**config.mk**
```make
export PLATFORM = sky130hd
export DESIGN_NAME = bresenham_line_rasterizer_top
export DESIGN_NICKNAME = d
export VERILOG_FILES = /design/src/bll_pkg.sv /design/src/bll_core.sv /design/src/bresenham_line_rasterizer_top.sv
export SDC_FILE = /design/constraint.sdc
export NUM_CORES = 1
export LEC_CHECK = 0
export ABC_AREA = 1
export BUFFER_PORTS_ARGS = -buffer_cell sky130_fd_sc_hd__buf_2
export CAP_MARGIN = 20
export CORE_MARGIN = 8
export CORE_UTILIZATION = 65
export CTS_BUF_LIST = sky130_fd_sc_hd__clkbuf_4
export DETAILED_ROUTE_END_ITERATION = 6
export GPL_TIMING_DRIVEN = 0
export PLACE_DENSITY = 0.84
export SYNTH_ARGS = -nofsm -noshare
export SYNTH_HDL_FRONTEND = slang
export SYNTH_SLANG_ARGS = --single-unit
```
**constraint.sdc**
```tcl
create_clock -name clk -period 17.2 [get_ports clk]
set_clock_uncertainty 0.15 [all_clocks]
set_input_delay 0.86 -clock clk [delete_from_list [all_inputs] [get_ports clk]]
set_output_delay 0.86 -clock clk [all_outputs]
set_load 0.02 [all_outputs]
```
**src/bll_pkg.sv**
```systemverilog
// ----------------------------------------------------------------------------
// bll_pkg
// Shared types for the line rasterizer: request and pixel beats, core status.
// ----------------------------------------------------------------------------
`default_nettype none

package bll_pkg;

    localparam int unsigned COORD_W = 8;
    localparam int unsigned ERR_W   = COORD_W + 1;

    typedef logic [COORD_W-1:0] coord_t;
    typedef logic [ERR_W-1:0]   err_t;

    typedef enum logic
    {
        REQ_START = 1'b0,
        REQ_STEP  = 1'b1
    } req_kind_t;

    typedef struct packed
    {
        logic      color;
        coord_t    y_end;
        coord_t    x_end;
        coord_t    y_start;
        coord_t    x_start;
        req_kind_t req_type;
    } req_t;

    typedef struct packed
    {
        logic   last;
        logic   pixel_color;
        logic   on_screen;
        coord_t pixel_y;
        coord_t pixel_x;
    } pix_t;

    typedef struct packed
    {
        logic active;
        logic steep;
    } stat_t;

endpackage

`default_nettype wire

```
**src/bll_core.sv**
```systemverilog
// ----------------------------------------------------------------------------
// bll_core
// Line state; one Bresenham iteration per active-line step.
// ----------------------------------------------------------------------------
`default_nettype none

module bll_core #(
    parameter int unsigned SCREEN_W = 128,
    parameter int unsigned SCREEN_H = 64
) (
    input  wire logic          clk,
    input  wire logic          rst_n,
    input  wire logic          req_en,
    input  wire bll_pkg::req_t req,
    output logic               emit,
    output bll_pkg::pix_t      pix,
    output bll_pkg::stat_t     stat
);

    logic            active_reg,      active_next;
    logic            steep_reg,       steep_next;
    bll_pkg::coord_t major_pos_reg,   major_pos_next;
    bll_pkg::coord_t major_end_reg,   major_end_next;
    bll_pkg::coord_t minor_pos_reg,   minor_pos_next;
    logic            minor_down_reg,  minor_down_next;
    bll_pkg::err_t   err_acc_reg,     err_acc_next;
    bll_pkg::coord_t delta_major_reg, delta_major_next;
    bll_pkg::coord_t delta_minor_reg, delta_minor_next;
    logic            line_color_reg,  line_color_next;

    // start path
    bll_pkg::coord_t dx, dy;
    logic            st_steep;
    bll_pkg::coord_t ma, na, mb, nb;
    logic            swap;
    bll_pkg::coord_t s_ma, s_na, s_mb, s_nb;

    // step path
    bll_pkg::coord_t px, py;
    logic            is_last;
    bll_pkg::err_t   err_sub;

    assign dx       = (req.x_start > req.x_end) ? (req.x_start - req.x_end)
                                                : (req.x_end - req.x_start);
    assign dy       = (req.y_start > req.y_end) ? (req.y_start - req.y_end)
                                                : (req.y_end - req.y_start);
    assign st_steep = dy > dx;
    assign ma       = st_steep ? req.y_start : req.x_start;
    assign na       = st_steep ? req.x_start : req.y_start;
    assign mb       = st_steep ? req.y_end   : req.x_end;
    assign nb       = st_steep ? req.x_end   : req.y_end;
    assign swap     = ma > mb;
    assign s_ma     = swap ? mb : ma;
    assign s_mb     = swap ? ma : mb;
    assign s_na     = swap ? nb : na;
    assign s_nb     = swap ? na : nb;

    assign px      = steep_reg ? minor_pos_reg : major_pos_reg;
    assign py      = steep_reg ? major_pos_reg : minor_pos_reg;
    assign is_last = major_pos_reg == major_end_reg;
    assign err_sub = err_acc_reg - {1'b0, delta_minor_reg};

    assign emit = req_en && (req.req_type == bll_pkg::REQ_STEP) && active_reg;

    always_comb
    begin
        pix.pixel_x     = px;
        pix.pixel_y     = py;
        pix.on_screen   = ({1'b0, px} < 9'(SCREEN_W)) && ({1'b0, py} < 9'(SCREEN_H));
        pix.pixel_color = line_color_reg;
        pix.last        = is_last;
    end

    assign stat.active = active_reg;
    assign stat.steep  = steep_reg;

    always_comb
    begin
        active_next      = active_reg;
        steep_next       = steep_reg;
        major_pos_next   = major_pos_reg;
        major_end_next   = major_end_reg;
        minor_pos_next   = minor_pos_reg;
        minor_down_next  = minor_down_reg;
        err_acc_next     = err_acc_reg;
        delta_major_next = delta_major_reg;
        delta_minor_next = delta_minor_reg;
        line_color_next  = line_color_reg;
        if (req_en && (req.req_type == bll_pkg::REQ_START))
        begin
            active_next      = 1'b1;
            steep_next       = st_steep;
            major_pos_next   = s_ma;
            major_end_next   = s_mb;
            minor_pos_next   = s_na;
            minor_down_next  = !(s_na < s_nb);
            delta_major_next = s_mb - s_ma;
            delta_minor_next = (s_na > s_nb) ? (s_na - s_nb) : (s_nb - s_na);
            err_acc_next     = {2'b00, delta_major_next[7:1]};
            line_color_next  = req.color;
        end
        else if (emit)
        begin
            err_acc_next = err_sub;
            if (err_sub[bll_pkg::ERR_W-1])
            begin
                minor_pos_next = minor_down_reg ? (minor_pos_reg - 8'd1)
                                                : (minor_pos_reg + 8'd1);
                err_acc_next   = err_sub + {1'b0, delta_major_reg};
            end
            if (is_last)
            begin
                active_next = 1'b0;
            end
            else
            begin
                major_pos_next = major_pos_reg + 8'd1;
            end
        end
    end

    always_ff @(posedge clk or negedge rst_n)
    begin
        if (!rst_n)
        begin
            active_reg      <= 1'b0;
            steep_reg       <= 1'b0;
            major_pos_reg   <= '0;
            major_end_reg   <= '0;
            minor_pos_reg   <= '0;
            minor_down_reg  <= 1'b0;
            err_acc_reg     <= '0;
            delta_major_reg <= '0;
            delta_minor_reg <= '0;
            line_color_reg  <= 1'b0;
        end
        else
        begin
            active_reg      <= active_next;
            steep_reg       <= steep_next;
            major_pos_reg   <= major_pos_next;
            major_end_reg   <= major_end_next;
            minor_pos_reg   <= minor_pos_next;
            minor_down_reg  <= minor_down_next;
            err_acc_reg     <= err_acc_next;
            delta_major_reg <= delta_major_next;
            delta_minor_reg <= delta_minor_next;
            line_color_reg  <= line_color_next;
        end
    end

endmodule

`default_nettype wire

```
**src/bresenham_line_rasterizer_top.sv**
```systemverilog
// A step beat sits in the input register, then its pixel in the output register.
// Throughput: 1 request beat per cycle unless a held pixel waits on m_tready.
// Start beats produce no output; steps on an idle line are dropped.
// Reset (rst_n low, async) clears the line state and both beat valid flags.
// ----------------------------------------------------------------------------
// bresenham_line_rasterizer_top
// Streaming Bresenham line rasterizer: input register, core, output register.
// ----------------------------------------------------------------------------
`default_nettype none

module bresenham_line_rasterizer_top #(
    parameter int unsigned SCREEN_W = 128,
    parameter int unsigned SCREEN_H = 64
) (
    input  wire logic        clk,
    input  wire logic        rst_n,
    input  wire logic        s_tvalid,
    output logic             s_tready,
    // x_start[7:0], y_start[15:8], x_end[23:16], y_end[31:24], color[32], zero[39:33]
    input  wire logic [39:0] s_tdata,
    // req_type[0]
    input  wire logic        s_tuser,
    output logic             m_tvalid,
    input  wire logic        m_tready,
    // pixel_x[7:0], pixel_y[15:8], pixel_color[16], zero[23:17]
    output logic [23:0]      m_tdata,
    // on_screen[0]
    output logic             m_tuser,
    output logic             m_tlast
);

    logic            in_valid_reg;
    bll_pkg::req_t   in_reg;
    bll_pkg::req_t   in_beat;
    logic            advance;
    logic            emit;
    bll_pkg::pix_t   pix;
    bll_pkg::stat_t  stat;
    logic            out_valid_reg;
    bll_pkg::pix_t   out_reg;

    always_comb
    begin
        in_beat.req_type = bll_pkg::req_kind_t'(s_tuser);
        in_beat.x_start  = s_tdata[7:0];
        in_beat.y_start  = s_tdata[15:8];
        in_beat.x_end    = s_tdata[23:16];
        in_beat.y_end    = s_tdata[31:24];
        in_beat.color    = s_tdata[32];
    end

    assign advance  = in_valid_reg && (!out_valid_reg || m_tready);
    assign s_tready = !in_valid_reg || advance;

    always_ff @(posedge clk or negedge rst_n)
    begin
        if (!rst_n)
        begin
            in_valid_reg <= 1'b0;
        end
        else if (s_tready)
        begin
            in_valid_reg <= s_tvalid;
        end
    end

    always_ff @(posedge clk)
    begin
        if (s_tready && s_tvalid)
        begin
            in_reg <= in_beat;
        end
    end

    bll_core #(
        .SCREEN_W (SCREEN_W),
        .SCREEN_H (SCREEN_H)
    ) u_core (
        .clk    (clk),
        .rst_n  (rst_n),
        .req_en (advance),
        .req    (in_reg),
        .emit   (emit),
        .pix    (pix),
        .stat   (stat)
    );

    always_ff @(posedge clk or negedge rst_n)
    begin
        if (!rst_n)
        begin
            out_valid_reg <= 1'b0;
        end
        else if (emit)
        begin
            out_valid_reg <= 1'b1;
        end
        else if (m_tready)
        begin
            out_valid_reg <= 1'b0;
        end
    end

    always_ff @(posedge clk)
    begin
        if (emit)
        begin
            out_reg <= pix;
        end
    end

    assign m_tvalid = out_valid_reg;
    assign m_tdata  = {7'd0, out_reg.pixel_color, out_reg.pixel_y, out_reg.pixel_x};
    assign m_tuser  = out_reg.on_screen;
    assign m_tlast  = out_reg.last;

`ifndef SYNTHESIS
    a_start_arms: assert property (@(posedge clk) disable iff (!rst_n)
        advance && (in_reg.req_type == bll_pkg::REQ_START) |=> stat.active)
        else $error("start beat did not arm the line");

    a_last_ends: assert property (@(posedge clk) disable iff (!rst_n)
        emit && pix.last |=> !stat.active)
        else $error("line still active after last pixel");

    a_emit_active: assert property (@(posedge clk) disable iff (!rst_n)
        emit |-> stat.active && in_valid_reg && advance)
        else $error("pixel emitted without an active line");

    a_in_hold: assert property (@(posedge clk) disable iff (!rst_n)
        in_valid_reg && !advance |=> in_valid_reg && $stable(in_reg))
        else $error("stalled request register changed");
`endif

endmodule

`default_nettype wire

```
==> metrics.csv <==
metric;value;unit
status;complete, but fails checks;
violations;DRC;
floorplan.initialDensity;66.2;%
worst-path-max-fanout;10;
grt_pass1_wl;34.7;mm
clock_latency;0.51;ns
ys_warn_count;0;
worst_path_dominant_cell_family;buffers and inverters;
drt_drc_violations_left;2;
r2r_setup_slack;6.66;ns
h-tree-depth;3;
drt-wirelength-per-cell;16.1;um
ys_seq_elements;108;
final_common_cell;nand2_1;
min_path_type;in -> async;
antenna_found_initial;0;
ant_nets;0;
clock-sinks;108;
cts_made_buffers;9;
start_kind;flop;
core;0.0125;mm^2
drtIter0Drc;580;
dp_hpwl;17.3;mm
cpPeakStageDelay;0.55;ns
clkTransAtPathRegs;0.18;ns
clockRootBuffer;clkbuf_4;
synth_top_family_by_area;simple AND/OR/NAND/NOR gates;
num_rows;41;
instances_no_fill;1302;
cts_tree;yes;
grt_max_degree;40;
rsz0062_at_grt;no;
synth-xor-area-share;4.44;%
synthAdderAreaFrac;14.7;%
final-hold-violation-count;0;
first_pass_iters;7;
synth_cell_types;49;
path_common_cell;nand2_1;
ys_seq_area_share;35.8;%
die_w;129;um
track_usage;26.6;%
antenna_cells;0;
wl;20.9;mm
crit_buf_inv;13;
largest_reg_flops;34;
crit_slowest_cell;clkbuf_1;
place_inst;1286;
area_growth;8.62;%
die_y;129;um
hold_ws;0.123;ns
tns;0;ns
post-cts-setup-buffers;0;
synth_area_per_cell;7.91;um^2
cp_data_arrival_time;10.77;ns
synthArstFlopShare;50.9;%
synth-simple-area-share;19.7;%
ctsResizeCount;0;
worst_pin_slew;0.843;ns
finalSetupViolations;0;
max_freq;0.0949;GHz
ios;73;
globalRouteOverflowTotal;0;
drv_slew;0;
gp_congestion;0.933;
syn_inst;1048;
fillerInstances;1067;
cts_hold_buf;0;
synth_compound_area_share;14.9;%
drive_gt1_share;10.7;%
slew_headroom;43.8;%
mostFrequentLayoutCells;nand2_1, inv_1, o21ai_0;
path_class;reg -> reg;
fin_crit_sh;61.3;%
post-route-min-period;10.54;ns
die-area;0.0166;mm^2
cap_viol_max_count;0;
muxShareOfSynthArea;0.845;%
clock_path_buffers;2;
syn-cell-area;0.00829;mm^2
yosys_most_used_dff;dfrtp_1;
io_buffer_count;58;
crit_required;17.43;ns
synth-edff-count;53;
grt_pass1_vias;7216;
fin_util;72.0;%
crit_path_end_kind;flop;
dr_total_vias;7249;
vias_per_cell;5.57;
finalNetCount;1262;
-- final cells by class --
| class | count | area, um^2 | share of cell area, % |
|---|---|---|---|
| buffer | 32 | 166 | 1.85 |
| clock buffer | 10 | 75.1 | 0.834 |
| clock inverter | 6 | 63.8 | 0.709 |
| inverter | 167 | 627 | 6.96 |
| multi-input combinational | 747 | 4550 | 50.6 |
| sequential | 108 | 2970 | 33.0 |
| tap | 172 | 215 | 2.39 |
| timing repair buffer | 60 | 338 | 3.75 |
-- cell families after synthesis --
group                      after synthesis
and+or+nand+nor                        380
AOI/OAI and AO/OA                      219
buffers and inverters                  199
DFF                                    108
adders and majority gates               92
xor gates and xnor gates                42
muxes                                    7
other                                    1
-- path summary, 6_finish.rpt --
check,from,to,cells after the start
max,in_reg[1],u_core.delta_minor_reg[7],51
min reg2reg,u_core.line_color_reg,m_tdata[16],0
min,rst_n,u_core.err_acc_reg[3],1
min in group clk,u_core.line_color_reg,m_tdata[16],0
max in group asynchronous,rst_n,u_core.major_pos_reg[0],2
max reg2reg,in_reg[1],u_core.delta_minor_reg[7],51
-- per-stage QoR --
| step | cell area (um^2) | setup WS, ns |
|---|---|---|
| floorplan | 8310 | 8.92 |
| global placement | 8820 | 6.96 |
| detailed placement | 8870 | 6.90 |
| CTS | 9010 | 6.77 |
| global route | 9010 | 5.78 |
| finish | 9010 | 6.66 |
-- routing by layer --
layer | global-route usage [%] | routed length [um] | up-vias
li1 | - | - | 3591
met1 | 31.3 | 8610 | 3348
met2 | 47.1 | 10400 | 259
met3 | 3.14 | 1120 | 51
met4 | 13.5 | 867 | 0
met5 | 0 | 0 | -
-- Yosys cell counts, drive strengths merged, types with 13 or more instances --
cell    instances  area [um^2]
xnor2          14          123
ha             83         1040
nor2           32          135
nand3          43          230
clkbuf         19         71.3
a21oi          59          310
o21ai         117          593
buf            13         95.1
xor2           28          245
inv           166          623
edfxtp         53         1590
dfrtp          55         1380
nand2         280         1100
Power is left out: the tool's default activity adds up to more than one toggle a clock period on the data nets, which glitch-free logic cannot reach.
